==> src/design/evh_pkg.sv <==
// Shared widths, item types and codes of the energy detector with hangover.
`timescale 1ns / 1ps

package evh_pkg;

  localparam int FRAME_SAMPLES = 512;
  localparam int SAMPLE_W      = 16;
  localparam int SQ_W          = 31;
  localparam int ENERGY_W      = 31;
  localparam int RUN_W         = 16;
  localparam int SUM_W         = SQ_W + $clog2(FRAME_SAMPLES);
  localparam int CNT_W         = $clog2(FRAME_SAMPLES + 1);
  localparam int CFG_IDX_W     = 2;
  localparam int CFG_DATA_W    = 32;

  localparam int FQ_DEPTH  = 4;
  localparam int FQ_PTR_W  = $clog2(FQ_DEPTH);
  localparam int FQ_CNT_W  = $clog2(FQ_DEPTH + 1);
  localparam int OUT_DEPTH = 2;
  localparam int OUT_PTR_W = $clog2(OUT_DEPTH);
  localparam int OUT_CNT_W = $clog2(OUT_DEPTH + 1);

  localparam logic [ENERGY_W-1:0] THRESHOLD_RESET     = ENERGY_W'(2000);
  localparam logic [RUN_W-1:0]    SILENCE_LIMIT_RESET = RUN_W'(30);

  typedef enum logic [1:0] {
    EV_NONE  = 2'd0,
    EV_START = 2'd1,
    EV_END   = 2'd2
  } vad_event_t;

  typedef enum logic [CFG_IDX_W-1:0] {
    REG_THRESHOLD     = 2'd0,
    REG_SILENCE_LIMIT = 2'd1
  } cfg_reg_t;

  typedef struct packed {
    logic signed [SAMPLE_W-1:0] sample;
    logic                       restart;
  } in_item_t;

  typedef struct packed {
    logic [1:0]          vad_event;
    logic                frame_speech;
    logic [ENERGY_W-1:0] frame_energy;
    logic                in_speech_now;
  } result_t;

  // One completed frame on its way from the front to the back.
  typedef struct packed {
    logic             restart;
    logic [SUM_W-1:0] sum;
  } frame_t;

  typedef struct packed {
    logic                  valid;
    logic [CFG_IDX_W-1:0]  index;
    logic [CFG_DATA_W-1:0] data;
  } cfg_write_t;

endpackage

==> src/design/evh_front.sv <==
// Front end: takes samples, squares them and sums each frame.
`timescale 1ns / 1ps

module evh_front (
  input  logic              clk,
  input  logic              rst,
  input  logic              push,
  output logic              full,
  input  evh_pkg::in_item_t sample_item,
  output logic              fq_push,
  output evh_pkg::frame_t   fq_data,
  input  logic              fq_full
);
  import evh_pkg::*;

  logic [CNT_W-1:0]       cnt;
  logic [CNT_W-1:0]       cnt_inc;
  logic                   accept;
  logic                   in_last;
  logic signed [2*SAMPLE_W-1:0] prod;

  logic                   s_valid;
  logic                   s_last;
  logic                   s_restart;
  logic [SQ_W-1:0]        s_sq;

  logic [SUM_W-1:0]       acc;
  logic [SUM_W-1:0]       acc_base;
  logic [SUM_W-1:0]       acc_next;
  logic                   pend;
  logic                   pend_next;

  // The front only stalls when a finished frame cannot enter the queue.
  assign full    = s_valid & s_last & fq_full;
  assign accept  = push & ~full;

  assign cnt_inc = (sample_item.restart ? '0 : cnt) + 1'b1;
  assign in_last = (cnt_inc == CNT_W'(FRAME_SAMPLES));
  assign prod    = sample_item.sample * sample_item.sample;

  assign acc_base  = s_restart ? '0 : acc;
  assign acc_next  = acc_base + SUM_W'(s_sq);
  assign pend_next = pend | s_restart;

  assign fq_push      = s_valid & s_last & ~full;
  assign fq_data.restart = pend_next;
  assign fq_data.sum     = acc_next;

  always_ff @(posedge clk) begin
    if (rst) begin
      s_valid <= 1'b0;
      cnt     <= '0;
      acc     <= '0;
      pend    <= 1'b0;
    end else if (!full) begin
      s_valid <= accept;
      if (accept) begin
        cnt <= in_last ? '0 : cnt_inc;
      end
      if (s_valid) begin
        if (s_last) begin
          acc  <= '0;
          pend <= 1'b0;
        end else begin
          acc  <= acc_next;
          pend <= pend_next;
        end
      end
    end
  end

  always_ff @(posedge clk) begin
    if (accept) begin
      s_sq      <= prod[SQ_W-1:0];
      s_last    <= in_last;
      s_restart <= sample_item.restart;
    end
  end

endmodule

==> src/design/evh_frame_fifo.sv <==
// Short queue of completed frame sums between the front and the back.
`timescale 1ns / 1ps

module evh_frame_fifo (
  input  logic            clk,
  input  logic            rst,
  input  logic            push,
  input  evh_pkg::frame_t wdata,
  output logic            full,
  input  logic            pop,
  output evh_pkg::frame_t rdata,
  output logic            empty
);
  import evh_pkg::*;

  frame_t              mem [FQ_DEPTH];
  logic [FQ_PTR_W-1:0] wr_ptr;
  logic [FQ_PTR_W-1:0] rd_ptr;
  logic [FQ_CNT_W-1:0] count;

  assign full  = (count == FQ_CNT_W'(FQ_DEPTH));
  assign empty = (count == '0);
  assign rdata = mem[rd_ptr];

  always_ff @(posedge clk) begin
    if (rst) begin
      wr_ptr <= '0;
      rd_ptr <= '0;
      count  <= '0;
    end else begin
      if (push) begin
        wr_ptr <= wr_ptr + 1'b1;
      end
      if (pop) begin
        rd_ptr <= rd_ptr + 1'b1;
      end
      count <= count + FQ_CNT_W'(push) - FQ_CNT_W'(pop);
    end
  end

  always_ff @(posedge clk) begin
    if (push) begin
      mem[wr_ptr] <= wdata;
    end
  end

endmodule

==> src/design/evh_back.sv <==
// Back end: frame decision, hangover state, registers and the result queue.
`timescale 1ns / 1ps

module evh_back (
  input  logic                clk,
  input  logic                rst,
  input  evh_pkg::cfg_write_t cfg,
  input  logic                fq_empty,
  input  evh_pkg::frame_t     fq_data,
  output logic                fq_pop,
  output logic                empty,
  input  logic                pop,
  output evh_pkg::result_t    result
);
  import evh_pkg::*;

  localparam logic [SUM_W-1:0] FRAME_DIV = SUM_W'(FRAME_SAMPLES);

  logic [ENERGY_W-1:0]  threshold;
  logic [RUN_W-1:0]     silence_limit;
  logic                 speech_flag;
  logic                 speech_flag_next;
  logic [RUN_W-1:0]     silent_run;
  logic [RUN_W-1:0]     silent_run_next;

  logic                 flag_base;
  logic [RUN_W-1:0]     run_base;
  logic [RUN_W-1:0]     run_inc;
  logic [ENERGY_W-1:0]  energy;
  logic                 frame_loud;
  vad_event_t           event_code;
  result_t              res;

  result_t              oq [OUT_DEPTH];
  logic [OUT_PTR_W-1:0] oq_wr;
  logic [OUT_PTR_W-1:0] oq_rd;
  logic [OUT_CNT_W-1:0] oq_count;
  logic                 oq_full;
  logic                 oq_pop;

  always_ff @(posedge clk) begin
    if (rst) begin
      threshold     <= THRESHOLD_RESET;
      silence_limit <= SILENCE_LIMIT_RESET;
    end else if (cfg.valid) begin
      unique case (cfg.index)
        REG_THRESHOLD:     threshold     <= cfg.data[ENERGY_W-1:0];
        REG_SILENCE_LIMIT: silence_limit <= cfg.data[RUN_W-1:0];
        default: ;
      endcase
    end
  end

  assign oq_full = (oq_count == OUT_CNT_W'(OUT_DEPTH));
  assign fq_pop  = ~fq_empty & ~oq_full;
  assign oq_pop  = pop & ~empty;

  assign energy     = ENERGY_W'(fq_data.sum / FRAME_DIV);
  assign frame_loud = energy > threshold;
  assign flag_base  = fq_data.restart ? 1'b0 : speech_flag;
  assign run_base   = fq_data.restart ? '0 : silent_run;
  assign run_inc    = run_base + 1'b1;

  always_comb begin
    event_code       = EV_NONE;
    speech_flag_next = flag_base;
    silent_run_next  = run_base;
    if (frame_loud) begin
      silent_run_next = '0;
      if (!flag_base) begin
        speech_flag_next = 1'b1;
        event_code       = EV_START;
      end
    end else if (flag_base) begin
      if (run_inc >= silence_limit) begin
        speech_flag_next = 1'b0;
        silent_run_next  = '0;
        event_code       = EV_END;
      end else begin
        silent_run_next = run_inc;
      end
    end
  end

  assign res.vad_event     = event_code;
  assign res.frame_speech  = frame_loud;
  assign res.frame_energy  = energy;
  assign res.in_speech_now = speech_flag_next;

  always_ff @(posedge clk) begin
    if (rst) begin
      speech_flag <= 1'b0;
      silent_run  <= '0;
      oq_wr       <= '0;
      oq_rd       <= '0;
      oq_count    <= '0;
    end else begin
      if (fq_pop) begin
        speech_flag <= speech_flag_next;
        silent_run  <= silent_run_next;
        oq_wr       <= oq_wr + 1'b1;
      end
      if (oq_pop) begin
        oq_rd <= oq_rd + 1'b1;
      end
      oq_count <= oq_count + OUT_CNT_W'(fq_pop) - OUT_CNT_W'(oq_pop);
    end
  end

  always_ff @(posedge clk) begin
    if (fq_pop) begin
      oq[oq_wr] <= res;
    end
  end

  assign empty  = (oq_count == '0);
  assign result = oq[oq_rd];

endmodule

==> src/design/energy_vad_hangover_unit.sv <==
// Top level of the energy-threshold voice activity detector with hangover.
// Usage:
// Samples enter through a queue-like port: an item is taken at a clock edge with push
// high and full low. Each item carries one signed 16-bit sample and a restart bit;
// restart drops the partial frame and closes any open speech segment before the
// sample is counted. After every FRAME_SAMPLES samples one result item appears on
// the result port, the oldest first, while empty is low; it is taken with pop.
// The front squares and sums one sample per cycle while full is low, so samples may
// be pushed in every cycle. A result passes the sample register and both queues
// before it is visible. The back makes one frame decision per cycle while the result
// queue has room, far faster than frames arrive. If the receiver stops popping,
// finished results wait in a two-entry result queue and frame sums in a four-entry
// frame queue; only when both are full does full rise, and then just on the last
// sample of a frame. The two registers, threshold (index 0) and silence limit
// (index 1), are written through the configuration channel, which is always ready;
// they should be written only while the block is idle. Reset (synchronous, active
// high) empties both queues, clears the frame sum and speech state and restores
// the register defaults of 2000 and 30.
`timescale 1ns / 1ps

module energy_vad_hangover_unit (
  input  logic                               clk,
  input  logic                               rst,
  input  logic                               push,
  output logic                               full,
  input  evh_pkg::in_item_t                  sample_item,
  output logic                               empty,
  input  logic                               pop,
  output evh_pkg::result_t                   result,
  input  logic                               cfg_valid,
  output logic                               cfg_ready,
  input  logic [evh_pkg::CFG_IDX_W-1:0]      cfg_index,
  input  logic [evh_pkg::CFG_DATA_W-1:0]     cfg_data
);
  import evh_pkg::*;

  frame_t     fq_wdata;
  frame_t     fq_rdata;
  logic       fq_push;
  logic       fq_full;
  logic       fq_pop;
  logic       fq_empty;
  cfg_write_t cfg;

  // The registers are plain flops, so a write is always taken at once.
  assign cfg_ready = 1'b1;
  assign cfg.valid = cfg_valid;
  assign cfg.index = cfg_index;
  assign cfg.data  = cfg_data;

  // Squaring and frame summing.
  evh_front u_front (
    .clk         (clk),
    .rst         (rst),
    .push        (push),
    .full        (full),
    .sample_item (sample_item),
    .fq_push     (fq_push),
    .fq_data     (fq_wdata),
    .fq_full     (fq_full)
  );

  // Completed frames wait here so the two sides stall independently.
  evh_frame_fifo u_frame_fifo (
    .clk   (clk),
    .rst   (rst),
    .push  (fq_push),
    .wdata (fq_wdata),
    .full  (fq_full),
    .pop   (fq_pop),
    .rdata (fq_rdata),
    .empty (fq_empty)
  );

  // Threshold decision, hangover counting and result queue.
  evh_back u_back (
    .clk      (clk),
    .rst      (rst),
    .cfg      (cfg),
    .fq_empty (fq_empty),
    .fq_data  (fq_rdata),
    .fq_pop   (fq_pop),
    .empty    (empty),
    .pop      (pop),
    .result   (result)
  );

endmodule

==> config.mk <==
export PLATFORM = sky130hd
export DESIGN_NAME = energy_vad_hangover_unit
export DESIGN_NICKNAME = d
export VERILOG_FILES = /design/src/design/evh_pkg.sv /design/src/design/evh_front.sv /design/src/design/evh_frame_fifo.sv /design/src/design/evh_back.sv /design/src/design/energy_vad_hangover_unit.sv
export SDC_FILE = /design/constraint.sdc
export NUM_CORES = 1
export LEC_CHECK = 0
export BUFFER_PORTS_ARGS = -buffer_cell sky130_fd_sc_hd__buf_2
export CAP_MARGIN = 20
export CORE_ASPECT_RATIO = 0.7
export CORE_MARGIN = 1.5
export CORE_UTILIZATION = 30
export CTS_CLUSTER_DIAMETER = 150
export CTS_CLUSTER_SIZE = 12
export DETAILED_ROUTE_END_ITERATION = 6
export GPL_TIMING_DRIVEN = 1
export SLEW_MARGIN = 20
export SYNTH_ARGS = -nofsm -noshare
export SYNTH_HDL_FRONTEND = slang
export SYNTH_SLANG_ARGS = --single-unit
==> constraint.sdc <==
create_clock -name clk -period 13.2 [get_ports clk]
set_input_delay 1.98 -clock clk [delete_from_list [all_inputs] [get_ports clk]]
set_output_delay 1.98 -clock clk [all_outputs]
set_load 0.02 [all_outputs]
Yosys cells after proc, flatten, opt, wreduce, memory -nomap -nowiden:

Memories as Yosys holds them, arrays and structs flattened. A register that Yosys moved wholly into a read port is not among the register bits.
Index checks and enable logic that the tools add are counted.
Widths: inputs -> output; s select.

* memory bits (read-only): 0
* bits in latches: 0
* logic and storage cells: 80
* output and inout bits: 38
* memories kept: 2
* RAM bits: 234
* bits of input ports: 56
* register bits after elaboration: 160

* $lt $le $gt $ge: 2
* add/subtract/negate cells: 11
* divide/modulo/power cells: 0
* eq/ne operators: 4
* bitwise operators: 11
* shifts and indexed selects: 0
* multiply operators: 1
* reductions and logical operators: 7
* multiplexer cells: 25

Memory list
* u_frame_fifo.mem: depth 4, width 41, read ports 1, clocked after Yosys merged registers in 1, wr ports 1, line evh_frame_fifo.sv:16 `frame_t mem [FQ_DEPTH];`
* u_back.oq: depth 2, width 35, read ports 1, clocked after Yosys merged registers in 1, wr ports 1, line evh_back.sv:34 `result_t oq [OUT_DEPTH];`

Operator list (count)
* $mux 40: 2
* $mux 16: 4
* $add 40x31->40: 1
* $gt 31x31->1: 1
* $mul 16x16->31: 1
* $mux 10: 2
* $add 16x1->16 const B: 1
* $ge 16x16->1: 1
* $mux 1: 12
* $add 10x1->10 const B: 1
* $eq 10x10->1 const B: 1
* $mux 2: 5
* $reduce_and 2->1: 4
* $and 1x1->1: 6
* $add 2x1->2 const B: 2
* $logic_not 2->1: 2
* $not 1->1: 4
* $add 3x1->3: 1
* $eq 3x3->1 const B: 1
* $logic_not 3->1: 1
* $sub 3x1->3: 1
* $add 1x1->1 const B: 2
* $add 2x1->2: 1
* $eq 2x1->1 const B: 1
* 3 further kinds: 3

Depth between registers and ports, before layout:

* word-level depth: 6
* mapped depth: 24
* gate-level depth less buffers: 23

Cells and area by module:

Synthesis repeated with hierarchy kept, for this count alone.

* cells, all modules: 2430
* area, all modules: 26968.4 um^2

By module, submodules not included
* evh_front: sequential area each 2001.9 um^2, area an instance 14048.5 um^2, times used 1, cells each 1563
* evh_back: sequential area each 3483.3 um^2, area an instance 6502.5 um^2, times used 1, cells each 608
* evh_frame_fifo: sequential area each 5104.9 um^2, area an instance 6406.1 um^2, times used 1, cells each 257
* energy_vad_hangover_unit: sequential area each 0.0 um^2, area an instance 11.3 um^2, times used 1, cells each 2

Least setup slack after synthesis:

No wires, ideal clock.

* path type: input to register
* from: in sample_item[13] (netlist bit)
* to: reg u_front.s_sq[28] (data pin)
* slack: 5.331 ns
* cell stages on the path: 21
* setup time: 0.265 ns
* data required time: 12.935 ns
* buffers on the path: 2
* arrival time: 7.604 ns
* cells stage by stage: clkbuf_1 > inv_1 > nor2_1 > fa_1 > inv_1 > fa_1 > inv_1 > fa_1 > fa_1 > fa_1 > inv_1 > fa_1 > inv_1 > ha_1 > clkbuf_1 > nand3_1 > a2111oi_0 > o311ai_0 > and2_1 > o21ai_0 > xor2_1

* word-level cells in the longest chain between the ends: 1

RTL lines
* start, declared: line energy_vad_hangover_unit.sv:26 `input evh_pkg::in_item_t sample_item,`
* $mul 16x16->31: line evh_front.sv:39 `assign prod = sample_item.sample * sample_item.sample;`
* named net u_front.prod[28]: line evh_front.sv:20 `logic signed [2*SAMPLE_W-1:0] prod;`
* end signal, assigned: line evh_front.sv:74 `s_sq <= prod[SQ_W-1:0];`
* end, declared: line evh_front.sv:25 `logic [SQ_W-1:0] s_sq;`

The timed path passes the listed nets, and every way through them passes these cells.
A chain may end at the register's enable or synchronous reset.

Worst setup path in the final report:

* from: in sample_item[16] (netlist bit)
* to: reg u_front.s_sq[30] (data pin)

Same word-level chain as after synthesis.

==> impl_metrics.env <==
export IMPL_reg2regPathDepth=17
export IMPL_drt_initial_drc_count=1256
export IMPL_min_path_type="register to register"
export IMPL_synth_edff_count=230
export IMPL_period_minus_slack_ns=8.643
export IMPL_grt_antenna_before_repair=0
export IMPL_cp_data_required_time_ns=13.49
export IMPL_cts_tree="yes"
export IMPL_portBuffers=91
export IMPL_track_usage=0.1367
export IMPL_drt_pass1_iter_count=5
export IMPL_cap_violations=0
export IMPL_finalNonFillerCells=3651
export IMPL_cts_setup_buffers=0
export IMPL_rows=89
export IMPL_async_flop_share=0
export IMPL_finClkSkew_ns=0.01458
export IMPL_mostFrequentLayoutCells="inv_1 (405), nand2_1 (241), fa_1 (230), edfxtp_1 (230), ha_1 (173)"
export IMPL_die_area_mm2=0.08726
export IMPL_io_pins=94
export IMPL_cts_inserted_buffers=35
export IMPL_cts_hold_fix_buffers=0
export IMPL_start_util=0.3038
export IMPL_fmax_ghz=0.1157
export IMPL_cts_buffer_depth=3
export IMPL_htree_levels=2
export IMPL_synth_cells=2431
export IMPL_gp_congestion=0.8856
export IMPL_avgSynthCellArea_um2=10.55
export IMPL_ir_drop_v=0.0003853
export IMPL_num_vias=17140
export IMPL_setup_viol=0
export IMPL_leakage_nw=11.79
export IMPL_ys_ff_latch=360
export IMPL_critPathLaunchType="input pin"
export IMPL_finalCritPeriodShare=0.6548
export IMPL_cp_arrival_ns=8.94
export IMPL_reg2reg_to="u_back.silent_run[4]"
export IMPL_finalHoldViolations=0
export IMPL_grt_max_degree=51
export IMPL_via_per_inst=4.693
export IMPL_cts_resized=0
export IMPL_slew_violations=0
export IMPL_cts_root_buf="clkbuf_16"
export IMPL_antenna_left=0
export IMPL_clock_insertion_delay_worst_skew_ns=0.53
export IMPL_netlist_area_mm2=0.02564
export IMPL_max_slew_margin_rel=0.2774
export IMPL_numClockSinks=360
export IMPL_grt_pass1_vias=17390
export IMPL_rrSetupSlack_ns=7.52
export IMPL_power_density_mw_per_mm2=276.0
export IMPL_critPathKind="input pin to register"
export IMPL_chipWidth_um=352.4
export IMPL_final_common_cell="inv_1"
export IMPL_rsz0062_at_grt="false"
export IMPL_grt_pass1_wl_um=95720
export IMPL_totalWireLength_um=58930
export IMPL_core_area_mm2=0.08441
export IMPL_seq_area_frac_synth=0.3709
export IMPL_fp_dieH_um=247.6
export IMPL_end_kind="register"
export IMPL_ys_flop_type="edfxtp_1"
export IMPL_min_delay_start="u_front.acc[0]"
export IMPL_dp_hpwl_um=44320
export IMPL_outcome="finished, final reports clean"
export IMPL_dp_cells=3586
export IMPL_holdPathEnd="u_front.acc[0]"
export IMPL_cp_max_fo=18
export IMPL_ys_warn_count=0
export IMPL_nets=2945
export IMPL_wire_per_inst_um=16.14
export IMPL_syn_nets=2890
export IMPL_drc=0
export IMPL_grt_ovfl_total=0
export IMPL_area_growth_pct=10.54
export IMPL_setup_tns_ns=0
export IMPL_min_delay_path_depth=2
export IMPL_synth_cell_types=83
export IMPL_clk_pin_slew_ns=0.06
export IMPL_tightest_slew_ns=1.084
export IMPL_drive_above_1_share=0.09749
synth_stat cells, types with 17 or more instances:
cell	count	share of area
nand4_1	17	0.0041
ha_1	173	0.084
xnor2_1	77	0.026
a21o_1	29	0.0085
nor2b_1	56	0.014
dfxtp_1	130	0.10
o21ai_0	59	0.012
edfxtp_1	230	0.27
xor2_1	22	0.0075
a21oi_1	124	0.024
mux2_2	38	0.017
clkbuf_1	80	0.012
and2_1	45	0.011
inv_1	405	0.059
mux4_2	32	0.028
nand3_1	37	0.0072
nor2_1	128	0.019
nand2b_1	19	0.0046
nor3_1	20	0.0039
nand2_1	241	0.035
o211ai_1	19	0.0056
a22oi_1	21	0.0061
fa_1	230	0.18
cell families (layout without fill, tap and decap cells):
group                    after synthesis  count (layout)  share of synthesized area
XOR/XNOR                              99              99                    0.03382
buffers and inverters                497             579                    0.07335
flip-flops                           360             360                     0.3709
AO/OA/AOI/OAI                        368             368                    0.09414
multiplexers                          75              75                    0.04675
AND/OR/NAND/NOR                      628             628                     0.1169
adder cells (fa/ha/maj)              403             403                     0.2640
other                                  1               2                  0.0001463
flip-flops by register name, summed over array words and instances (netlist names), 3 cells and up, named ones only:
signal	flops
u_frame_fifo.mem	128
u_back.oq	70
u_front.acc	40
u_back.threshold	31
u_front.s_sq	30
u_back.silence_limit	16
u_back.silent_run	16
u_front.cnt	10
u_frame_fifo.count	3
layout make-up:
type / count / area (um^2)
Fill cell: 8678 / 56070
Multi-Input combinational cell: 1574 / 14270
Sequential cell: 360 / 9512
Inverter: 407 / 1528
Tap cell: 1137 / 1423
Clock buffer: 62 / 998.5
Timing Repair Buffer: 108 / 585.6
Clock inverter: 2 / 25.02
Antenna cell: 1 / 2.502
worst max path at each step:
stage | cells past startpoint | slack, ns | endpoint | start
global placement | 21 | 4.23 | u_front.s_sq[30] | sample_item[16]
detailed placement | 21 | 4.15 | u_front.s_sq[30] | sample_item[16]
finish | 21 | 4.56 | u_front.s_sq[30] | sample_item[16]
CTS | 21 | 4.68 | u_front.s_sq[30] | sample_item[16]
floorplan | 21 | 5.33 | u_front.s_sq[28] | sample_item[13]
global route | 21 | 4.20 | u_front.s_sq[30] | sample_item[16]
metrics by stage:
step                hold WS [ns]  setup slack (ns)    util  area (um^2)  total power [mW]
finish                    0.4512             4.557  0.3358        28340             7.823
floorplan                 0.4272             5.331       -        25640             5.582
global placement          0.4353             4.233  0.3236        27310             6.864
CTS                       0.4560             4.676  0.3357        28330             7.872
global route              0.4753             4.197  0.3357        28340             8.578
detailed placement        0.4469             4.148  0.3236        27310             6.911
power by group:
group	internal, mW	switching, mW
Clock	0.514	0.420
Sequential	1.72	0.0842
Combinational	2.06	3.02
per-layer routing:
metal  GRT usage  wire [um]  part of all wire
met3     0.01890       2882             0.049
met1      0.2070      29980              0.51
met2      0.2102      25450              0.43
met5           0          0                 0
met4     0.02028        621             0.011
critical path: stages:
cell	delay [ns]
buf_2	0.34
inv_1	0.40
nor2_1	0.22
xnor2_1	0.10
ha_1	0.29
inv_1	0.05
fa_1	0.47
inv_1	0.05
fa_1	0.51
fa_1	0.52
fa_1	0.55
inv_1	0.06
fa_1	0.54
inv_1	0.04
ha_1	0.39
nand3_1	0.19
a2111oi_0	0.93
o311ai_0	0.39
a21oi_1	0.34
o221ai_1	0.19
xnor2_1	0.38
Note: power is estimated with default switching activity, not from simulation.
